## src/rtl/readout_hit_record_decoder_unit_macros.svh

```systemverilog
// Assertion macros used by the top level of the hit record decoder RTL.
`ifndef READOUT_HIT_RECORD_DECODER_UNIT_MACROS_SVH
`define READOUT_HIT_RECORD_DECODER_UNIT_MACROS_SVH

`ifndef SYNTHESIS

// The consequent must hold in the same cycle as the antecedent.
`define RHD_ASSERT_NOW(lbl, clk, rstn, ante, cons) \
	lbl: assert property (@(posedge clk) disable iff (!(rstn)) (ante) |-> (cons)) \
		else $error("hit record decoder check failed");

// The consequent must hold in the cycle after the antecedent.
`define RHD_ASSERT_NEXT(lbl, clk, rstn, ante, cons) \
	lbl: assert property (@(posedge clk) disable iff (!(rstn)) (ante) |=> (cons)) \
		else $error("hit record decoder check failed");

`else

`define RHD_ASSERT_NOW(lbl, clk, rstn, ante, cons)
`define RHD_ASSERT_NEXT(lbl, clk, rstn, ante, cons)

`endif

`endif

```

## src/rtl/rhd_pkg.sv

```systemverilog
// Types, constants and helper functions of the hit record decoder.
package rhd_pkg;

	localparam int QUOT_W     = 18;
	localparam int DIVIDEND_W = 23;
	localparam int DIVISOR_W  = 21;
	localparam int SCALED_W   = 23;

	localparam logic [1:0] REG_BX_ZERO_OFFSET = 2'd0;
	localparam logic [1:0] REG_BX_LENGTH      = 2'd1;
	localparam logic [1:0] REG_ADC_THRESHOLD  = 2'd2;

	localparam logic [23:0] RST_BX_ZERO_OFFSET = 24'd8750;
	localparam logic [15:0] RST_BX_LENGTH      = 16'd160;
	localparam logic [9:0]  RST_ADC_THRESHOLD  = 10'd600;

	localparam logic [5:0]  REF_CHAN       = 6'd36;
	localparam logic [1:0]  REF_GROUP      = 2'd3;
	localparam logic [3:0]  REF_ID         = 4'd0;
	localparam logic [3:0]  CHAN_PER_GROUP = 4'd12;
	localparam logic [9:0]  ADC_FULL       = 10'd1023;
	localparam logic [6:0]  TDC_SCALE      = 7'd100;
	localparam logic [4:0]  BX_UNIT        = 5'd25;

	typedef struct packed {
		logic [7:0] rec_byte0;
		logic [7:0] rec_byte1;
		logic [7:0] rec_byte2;
		logic [7:0] rec_byte3;
		logic [7:0] rec_byte5;
	} hit_t;

	typedef struct packed {
		logic [5:0]        chan_number;
		logic              chan_valid;
		logic              high_gain;
		logic [9:0]        adc_value;
		logic [15:0]       tdc_value;
		logic [QUOT_W-1:0] bx_index;
		logic              before_zero;
		logic              above_cut;
	} res_t;

	typedef struct packed {
		logic [23:0] bx_zero_offset;
		logic [15:0] bx_length;
		logic [9:0]  adc_threshold;
	} cfg_t;

	// One beat travelling down the divider chain: decoded fields, the partial
	// remainder, and a word that shifts dividend bits out and quotient bits in.
	typedef struct packed {
		res_t                 res;
		logic [DIVISOR_W-1:0] rem;
		logic [QUOT_W-1:0]    dq;
	} cell_t;

	function automatic logic [15:0] gray_to_bin(input logic [15:0] g);
		logic [15:0] b;
		for (int i = 0; i < 16; i++) begin
			b[i] = ^(g >> i);
		end
		return b;
	endfunction

endpackage

```

## src/rtl/readout_hit_record_decoder_unit.sv

```systemverilog
// Top level of the hit record decoder: registers, front stages and divider chain.
//
// The decoder takes one hit record per clock cycle, every cycle, and never
// raises busy. Each record comes out as one result beat, marked by done for
// a single cycle; results leave in the order the records came in. The
// receiver has no way to stall the block, so it must take every beat in the
// cycle it is shown. The path runs through two front stages (field decode,
// then TDC scaling and the offset subtraction), a row of 18 division cells
// that each settle one bit of the bunch crossing index, and the output
// register. The registers on the APB port may only be written while no
// record is in flight.

`include "readout_hit_record_decoder_unit_macros.svh"

module readout_hit_record_decoder_unit (
	input  logic               clk,
	input  logic               arst_n,
	input  logic               start,
	output logic               busy,
	input  rhd_pkg::hit_t      hit,
	output logic               done,
	output rhd_pkg::res_t      result,
	input  logic               psel,
	input  logic               penable,
	input  logic               pwrite,
	input  logic [3:0]         paddr,
	input  logic [31:0]        pwdata,
	output logic [31:0]        prdata,
	output logic               pready
);

	localparam int NCELL   = rhd_pkg::QUOT_W;
	localparam int LATENCY = NCELL + 3;

	rhd_pkg::cfg_t                   cfg_q;
	logic [rhd_pkg::DIVISOR_W-1:0]   divisor_q;
	logic                            wr_en;
	logic [1:0]                      reg_idx;

	logic                            chain_vld  [0:NCELL];
	rhd_pkg::cell_t                  chain_data [0:NCELL];

	logic                            done_q;
	rhd_pkg::res_t                   result_q;
	rhd_pkg::res_t                   res_d;

	// The pipeline never stalls, so a new record is welcome in every cycle.
	assign busy   = 1'b0;
	assign pready = 1'b1;

	assign reg_idx = paddr[3:2];
	assign wr_en   = psel && penable && pwrite && pready;

	always_ff @(posedge clk or negedge arst_n) begin
		if (!arst_n) begin
			cfg_q.bx_zero_offset <= rhd_pkg::RST_BX_ZERO_OFFSET;
			cfg_q.bx_length      <= rhd_pkg::RST_BX_LENGTH;
			cfg_q.adc_threshold  <= rhd_pkg::RST_ADC_THRESHOLD;
		end else if (wr_en) begin
			case (reg_idx)
				rhd_pkg::REG_BX_ZERO_OFFSET: cfg_q.bx_zero_offset <= pwdata[23:0];
				rhd_pkg::REG_BX_LENGTH:      cfg_q.bx_length      <= pwdata[15:0];
				rhd_pkg::REG_ADC_THRESHOLD:  cfg_q.adc_threshold  <= pwdata[9:0];
				default: ;
			endcase
		end
	end

	always_comb begin
		case (reg_idx)
			rhd_pkg::REG_BX_ZERO_OFFSET: prdata = {8'd0, cfg_q.bx_zero_offset};
			rhd_pkg::REG_BX_LENGTH:      prdata = {16'd0, cfg_q.bx_length};
			rhd_pkg::REG_ADC_THRESHOLD:  prdata = {22'd0, cfg_q.adc_threshold};
			default:                     prdata = 32'd0;
		endcase
	end

	// The divisor is the bunch crossing length times 25. It is registered so
	// the cells see a plain compare; a record passes both front stage registers
	// before it reaches the first cell, by which time this register has settled.
	always_ff @(posedge clk or negedge arst_n) begin
		if (!arst_n) begin
			divisor_q <= rhd_pkg::DIVISOR_W'(rhd_pkg::RST_BX_LENGTH)
				* rhd_pkg::DIVISOR_W'(rhd_pkg::BX_UNIT);
		end else begin
			divisor_q <= rhd_pkg::DIVISOR_W'(cfg_q.bx_length)
				* rhd_pkg::DIVISOR_W'(rhd_pkg::BX_UNIT);
		end
	end

	rhd_front u_front (
		.clk       (clk),
		.arst_n    (arst_n),
		.take      (start && !busy),
		.hit       (hit),
		.cfg       (cfg_q),
		.out_valid (chain_vld[0]),
		.out_data  (chain_data[0])
	);

	// Each cell shifts in one dividend bit and settles one quotient bit, from
	// the most significant down. With a zero divisor every step succeeds and
	// the quotient comes out all ones, which is the saturated index.
	for (genvar k = 0; k < NCELL; k++) begin : g_cell
		rhd_div_cell u_cell (
			.clk       (clk),
			.arst_n    (arst_n),
			.divisor   (divisor_q),
			.in_valid  (chain_vld[k]),
			.in_data   (chain_data[k]),
			.out_valid (chain_vld[k+1]),
			.out_data  (chain_data[k+1])
		);
	end

	always_ff @(posedge clk or negedge arst_n) begin
		if (!arst_n) begin
			done_q <= 1'b0;
		end else begin
			done_q <= chain_vld[NCELL];
		end
	end

	// A hit before bunch crossing zero reports index zero.
	always_comb begin
		res_d          = chain_data[NCELL].res;
		res_d.bx_index = chain_data[NCELL].res.before_zero ? '0 : chain_data[NCELL].dq;
	end

	always_ff @(posedge clk) begin
		result_q <= res_d;
	end

	assign done   = done_q;
	assign result = result_q;

	`RHD_ASSERT_NOW(a_done_latency, clk, arst_n, done, $past(start, LATENCY))
	`RHD_ASSERT_NOW(a_early_zero, clk, arst_n, done && result.before_zero, result.bx_index == '0)
	`RHD_ASSERT_NOW(a_cut_gain, clk, arst_n, done && result.above_cut, result.high_gain)
	`RHD_ASSERT_NEXT(a_cell_flow, clk, arst_n, chain_vld[0], chain_vld[1])

endmodule

```

## src/rtl/rhd_front.sv

```systemverilog
// Front stages: field decode, TDC scaling and offset subtraction.
module rhd_front (
	input  logic                clk,
	input  logic                arst_n,
	input  logic                take,
	input  rhd_pkg::hit_t       hit,
	input  rhd_pkg::cfg_t       cfg,
	output logic                out_valid,
	output rhd_pkg::cell_t      out_data
);

	logic                        vld_s1;
	rhd_pkg::res_t               dec_s1;
	rhd_pkg::res_t               dec;
	logic [3:0]                  id;
	logic [1:0]                  grp;
	logic [rhd_pkg::SCALED_W-1:0] scaled;
	logic [24:0]                 diff_full;
	rhd_pkg::cell_t              cell_d;

	always_comb begin
		id  = hit.rec_byte1[3:0];
		grp = hit.rec_byte1[5:4];
		dec = '0;
		if (grp == rhd_pkg::REF_GROUP && id == rhd_pkg::REF_ID) begin
			dec.chan_number = rhd_pkg::REF_CHAN;
			dec.chan_valid  = 1'b1;
		end else if (id < rhd_pkg::CHAN_PER_GROUP) begin
			dec.chan_number = 6'({grp, 3'b000}) + 6'({grp, 2'b00}) + 6'(id);
			dec.chan_valid  = 1'b1;
		end
		dec.high_gain = ~hit.rec_byte0[7];
		dec.adc_value = rhd_pkg::ADC_FULL - {hit.rec_byte0[5:0], hit.rec_byte3[7:4]};
		dec.tdc_value = rhd_pkg::gray_to_bin({hit.rec_byte2, hit.rec_byte5});
		dec.above_cut = dec.high_gain && (dec.adc_value > cfg.adc_threshold);
	end

	always_ff @(posedge clk or negedge arst_n) begin
		if (!arst_n) begin
			vld_s1 <= 1'b0;
		end else begin
			vld_s1 <= take;
		end
	end

	always_ff @(posedge clk) begin
		dec_s1 <= dec;
	end

	// The scaled time is compared with the offset through one subtraction; its
	// borrow marks a hit before bunch crossing zero.
	always_comb begin
		scaled    = rhd_pkg::SCALED_W'(dec_s1.tdc_value)
			* rhd_pkg::SCALED_W'(rhd_pkg::TDC_SCALE);
		diff_full = {2'b00, scaled} - {1'b0, cfg.bx_zero_offset};
		cell_d                 = '0;
		cell_d.res             = dec_s1;
		cell_d.res.before_zero = diff_full[24];
		cell_d.rem             = rhd_pkg::DIVISOR_W'(
			diff_full[rhd_pkg::DIVIDEND_W-1:rhd_pkg::QUOT_W]);
		cell_d.dq              = diff_full[rhd_pkg::QUOT_W-1:0];
	end

	always_ff @(posedge clk or negedge arst_n) begin
		if (!arst_n) begin
			out_valid <= 1'b0;
		end else begin
			out_valid <= vld_s1;
		end
	end

	always_ff @(posedge clk) begin
		out_data <= cell_d;
	end

endmodule

```

## src/rtl/rhd_div_cell.sv

```systemverilog
// One restoring division step: produces one quotient bit per beat.
module rhd_div_cell (
	input  logic                           clk,
	input  logic                           arst_n,
	input  logic [rhd_pkg::DIVISOR_W-1:0]  divisor,
	input  logic                           in_valid,
	input  rhd_pkg::cell_t                 in_data,
	output logic                           out_valid,
	output rhd_pkg::cell_t                 out_data
);

	logic [rhd_pkg::DIVISOR_W:0]   trial;
	logic [rhd_pkg::DIVISOR_W:0]   sub;
	logic                          ge;
	rhd_pkg::cell_t                nxt;

	always_comb begin
		trial   = {in_data.rem, in_data.dq[rhd_pkg::QUOT_W-1]};
		sub     = trial - {1'b0, divisor};
		ge      = trial >= {1'b0, divisor};
		nxt     = in_data;
		nxt.rem = ge ? sub[rhd_pkg::DIVISOR_W-1:0] : trial[rhd_pkg::DIVISOR_W-1:0];
		nxt.dq  = {in_data.dq[rhd_pkg::QUOT_W-2:0], ge};
	end

	always_ff @(posedge clk or negedge arst_n) begin
		if (!arst_n) begin
			out_valid <= 1'b0;
		end else begin
			out_valid <= in_valid;
		end
	end

	always_ff @(posedge clk) begin
		out_data <= nxt;
	end

endmodule

```

## config.mk

```make
export PLATFORM = sky130hd
export DESIGN_NAME = readout_hit_record_decoder_unit
export DESIGN_NICKNAME = d
export VERILOG_FILES = /design/src/rtl/rhd_pkg.sv /design/src/rtl/readout_hit_record_decoder_unit.sv /design/src/rtl/rhd_front.sv /design/src/rtl/rhd_div_cell.sv
export VERILOG_INCLUDE_DIRS = /design/src /design/src/rtl
export SDC_FILE = /design/constraint.sdc
export NUM_CORES = 2
export LEC_CHECK = 0
export BUFFER_PORTS_ARGS = -buffer_cell sky130_fd_sc_hd__buf_2
export CAP_MARGIN = 20
export CORE_MARGIN = 3
export CORE_UTILIZATION = 50
export CTS_CLUSTER_DIAMETER = 150
export DETAILED_ROUTE_END_ITERATION = 8
export GPL_TIMING_DRIVEN = 0
export PLACE_DENSITY = 0.74
export SYNTH_ARGS = -nofsm -noshare
export SYNTH_HDL_FRONTEND = slang
export SYNTH_SLANG_ARGS = --single-unit
```

## constraint.sdc

```tcl
create_clock -name clk -period 12.8 [get_ports clk]
set_clock_uncertainty 0.15 [all_clocks]
set_input_delay 2.56 -clock clk [delete_from_list [all_inputs] [get_ports clk]]
set_output_delay 2.56 -clock clk [all_outputs]
set_load 0.03 [all_outputs]
```

* Word-level counts from Yosys, hierarchy flattened
Cells that the tools add are included.
Word-level totals: bits in registers 1569, bits in latches 0, RAM bits 0, ROM bits 0, bits of input ports 82, output and inout port bits 89, logic and storage cells 304, memories 0
Cells by class: add/subtract/negate cells 21, multipliers 2, div/mod/pow operators 0, magnitude comparators 20, equality and inequality tests 3, shift operators 0, multiplexer cells 19, bitwise operators 2, reduce and logical (&&, ||, !) cells 26
Operators by type and width (number):
- $ge A22 B21 Y1 | 17
- $mux W21 | 16
- $sub A21 B21 Y21 | 16
- $reduce_xor A16 Y1 | 16
- $pmux W24 S3 | 1
- $mul A16 B5 Y21 const B | 2
- $sub A23 B24 Y25 | 1
- $ge A6 B21 Y1 | 1
- $sub A6 B21 Y21 | 1
- $gt A10 B10 Y1 | 1
- $sub A10 B10 Y10 const A | 1
- $mux W7 | 1
- $add A5 B4 Y6 | 1
- $add A6 B4 Y6 | 1
- $mux W6 | 1
- $reduce_and A2 Y1 | 3
- $eq A2 B2 Y1 const B | 2
- $logic_and A1 B1 Y1 | 4
- $logic_not A4 Y1 | 1
- $lt A4 B4 Y1 const B | 1
- $eq A2 B1 Y1 const B | 1
- $logic_not A2 Y1 | 1
- $not A1 Y1 | 2
- $reduce_or A2 Y1 | 1

* Longest topological paths before layout
depth in word-level cells 3, mapped depth 23, gate-level depth less buffers 23

* Cells and area by module
Synthesis repeated with hierarchy kept, for this count alone.
Unflattened totals: cells, all modules 6838, area total of the unflattened synthesis 72239.3 um2
Modules (own cells, without submodules):
- rhd_div_cell (g_cell[11].u_cell ...) | instances 12, cells each 321, area each 3328.2 um2, seq. area each 1886.8 um2
- rhd_div_cell (g_cell[0].u_cell ...) | instances 4, cells each 321, area each 3560.9 um2, seq. area each 1886.8 um2
- readout_hit_record_decoder_unit | instances 1, cells each 470, area each 5606.6 um2, seq. area each 2905.3 um2
- rhd_front | instances 1, cells each 579, area each 5582.9 um2, seq. area each 1931.9 um2
- rhd_div_cell (g_cell[15].u_cell) | instances 1, cells each 334, area each 3540.9 um2, seq. area each 1886.8 um2
- rhd_div_cell (g_cell[10].u_cell) | instances 1, cells each 319, area each 3326.9 um2, seq. area each 1886.8 um2

* Worst setup path after synthesis
OpenSTA, ideal clock, no wires.
path kind input port to output port, start in paddr[3], end out prdata[5], arrival 4108 ps, data required time 10090 ps, setup slack 5982 ps, stages 4, path buffers 2, path through clkbuf_1 buf_1 mux2i_1 o21ai_0
On the way: cells in the longest elaborated chain, start to end 2, elaborated cells between the ends (all ways) 4
RTL lines:
- start: declaration | RTL line readout_hit_record_decoder_unit.sv:26 | input logic [3:0] paddr,
- $eq A2 B2 Y1 (tied with other cells) | RTL line readout_hit_record_decoder_unit.sv:70 | case (reg_idx)
- $pmux W24 S3 * | RTL line readout_hit_record_decoder_unit.sv:70
- end: declaration | RTL line readout_hit_record_decoder_unit.sv:28 | output logic [31:0] prdata,
Mark *: on every way between the ends. The rest lies on a longest branch, timed or not.

* Worst setup path after layout
start in paddr[3], end out prdata[14]
The elaborated chain is that of the path after synthesis.

==> flow_summary.ini <==
[cts]
cts-htree-levels = 4
clock_path_buffers = 3
cts_sinks = 1569
root_buffer = clkbuf_16
clk_pin_slew_worst_paths_ps = 60
holdBufCountCts = 0
cts_tree = built
clk_latency_ps = 780
cts_made_buffers = 152
post_cts.repair.setup_buffers = 0
cts_resized = 0

[synthesis]
yosys_warnings = 0
synthAdderAreaFrac_pct = 12.3
ys_top_cells_by_count = dfxtp_1 (1477), ha_1 (501), o21ai_0 (332), inv_1 (327), a21oi_1 (313)
yosys-top-cells-area = dfxtp_1 (51%), ha_1 (11%), xnor2_1 (3.3%), mux2_2 (3.2%), dfrtp_1 (3.2%)
yosysMostFrequentCell = dfxtp_1
synth_top_family_by_area = adder cells
syn-cell-area_mm2 = 0.0574
yosysUniqueCellTypes = 76
ys.flop_type = dfxtp_1
synth-compound-area-share_pct = 11.9
yosys.area.top_type = dfxtp_1
synth_seq_area_share_pct = 55.5
synth_edf_count = 0
synth_top_area_share_pct = 51.5
synth_xor_area_share_pct = 5.06
async_reset_ff_share_pct = 5.86
muxShareOfSynthArea_pct = 3.88
synth-seq-cells = 1569
syn_avg_cell_area_um2 = 11.1
synthSimpleGateAreaFrac_pct = 8.50
synthCells = 5176

[setup_path]
cp-start-kind = input port
critical_path.slowest_cell = buf_1
reg2reg_to = u_front.out_data[40]
r2r_setup_slack_ps = 7510
endpoint_kind = output pin
cp_max_fo = 10
crit_family = buffers and inverters
cp_num_buf_inv = 4
cp.arrival_ps = 4210
cpMostUsedCell = clkbuf_1
crit_chain = clkbuf_1 -> buf_1 -> clkbuf_1 -> nor2_1 -> buf_2
path_class = in2out
slowest_delay_ps = 580
required_ps = 10090
reg2reg_from = u_front.cell_d[62]
r2r_cells = 21

[sta]
tns_ps = 0
max_slew.worst_pin.slew_ps = 1110
slew_violations = 0
finalCritPeriodShare_pct = 54.0
maxSlewHeadroom_pct = 25.7
hold_violations = 0
grt_setup_unrepaired = false
period_needed_ps = 6920
max_freq_mhz = 145
finalSetupViolCount = 0

[route]
wire_per_inst_um = 16.2
ant_nets = 0
routed_via_density = 5.19
route.vias.total = 36900
drtIter0Drc = 2000
drtPass1Iterations = 8
wl_um = 116000
drc = 0

[place]
portBuffers = 141
place_congestion = 0.899
dpl.hpwl_um = 81900

[grt]
gr-total-overflow = 0
antenna_found_initial = 7
grt_pass1_vias = 35900
grt_usage_pct = 19.3
grt_pass1_wl_um = 183000
grt_max_degree = 61

[finish]
area_growth_pct = 14.7
nNetsFinal = 6116
drive_gt1_share_pct = 12.0

[floorplanning]
coreArea_mm2 = 0.113
rows = 123
die_area_mm2 = 0.119
die_h_um = 345
initial_core_util_pct = 50.7
die_w_um = 345
io_pins = 171

[worst_hold_path]
min_path_type = reg2reg
hold_start = g_cell[4].u_cell.out_data[3]
worstHoldPathCells = 0
min_to = g_cell[5].u_cell.out_data[4]

[run_status]
status = finished, final reports clean

[job]
cap_violations = 0
how the worst max path moves through the flow:
stage / to / depth (start not counted) / slack, ps / start
2_1_floorplan: prdata[5] / 4 / 5980 / paddr[3]
3_3_place_gp: prdata[14] / 5 / 5900 / paddr[3]
3_5_place_dp: prdata[14] / 5 / 5890 / paddr[3]
4_1_cts: prdata[14] / 5 / 5880 / paddr[3]
5_1_grt: prdata[12] / 5 / 5760 / paddr[3]
6_report: prdata[14] / 5 / 5880 / paddr[3]
per-stage QoR:
stage / setup WS [ps] / std cells / hold slack, ps / instance area, um2 / utilization [%]
2_1_floorplan: 5980 / 5184 / 160 / 57500 / -
3_3_place_gp: 5900 / 6825 / 160 / 60100 / 53.0
3_5_place_dp: 5890 / 6836 / 162 / 60400 / 53.3
4_1_cts: 5880 / 7116 / 145 / 65800 / 58.1
5_1_grt: 5760 / 7118 / 157 / 65900 / 58.1
6_report: 5880 / 7119 / 148 / 65900 / 58.1
registers in the layout, indices dropped and copies added (netlist names):
| register | flops |
|---|---|
| done | 1 |
| u_front.vld_s1 | 1 |
| cfg_q | 50 |
| result | 54 |
| u_front.out_data | 59 |
| u_front.cell_d | 35 |
| g_cell.u_cell.out_data | 1329 |
| u_front.out_valid | 1 |
| divisor_q | 21 |
| g_cell.u_cell.out_valid | 18 |
logic make-up after synthesis:
group	Yosys count
xor gates and xnor gates	327
adders and majority gates	542
other	2
and+or+nand+nor	1011
AOI/OAI and AO/OA	1108
muxes	202
DFF	1569
buffers and inverters	415
final cells by class:
cell class,instances,area [um2]
Antenna cell,1,2.50
Multi-Input combinational cell,3200,24000
Buffer,88,378
Tap cell,1500,1880
Inverter,327,1230
Clock inverter,82,1130
Sequential cell,1569,31900
Fill cell,9342,47400
Clock buffer,198,4330
Timing Repair Buffer,154,1040
metal layers:
layer / GRT usage, % / share of wire [%]
met1: 25.2 / 45
met4: 8.24 / 3.6
met2: 31.6 / 46
met3: 3.58 / 5.7
met5: 0 / 0
placed cells by master, fill, tap and decap left out, types with 16 or more instances in the layout:
cell	instances
nor2b_1	101
buf_2	149
o31ai_1	25
xnor2_1	216
o21bai_1	49
o21a_1	46
clkbuf_1	79
a21oi_1	313
mux2_2	165
a211oi_1	16
clkbuf_16	154
dfxtp_1	1477
clkbuf_8	31
o21ai_0	332
a21o_1	141
xor2_1	106
nand2_1	311
inv_1	317
ha_1	501
a21boi_0	45
dfrtp_1	73
nor2_1	251
nand4_1	53
fa_1	41
nand2b_1	56
or3_1	19
clkinv_2	25
a31oi_1	28
nor3_1	60
mux2i_1	37
dfstp_2	18
nand3_1	53
Power is not shown: default switching activity piles up to over one toggle a cycle in this logic, so the estimate is an artifact.
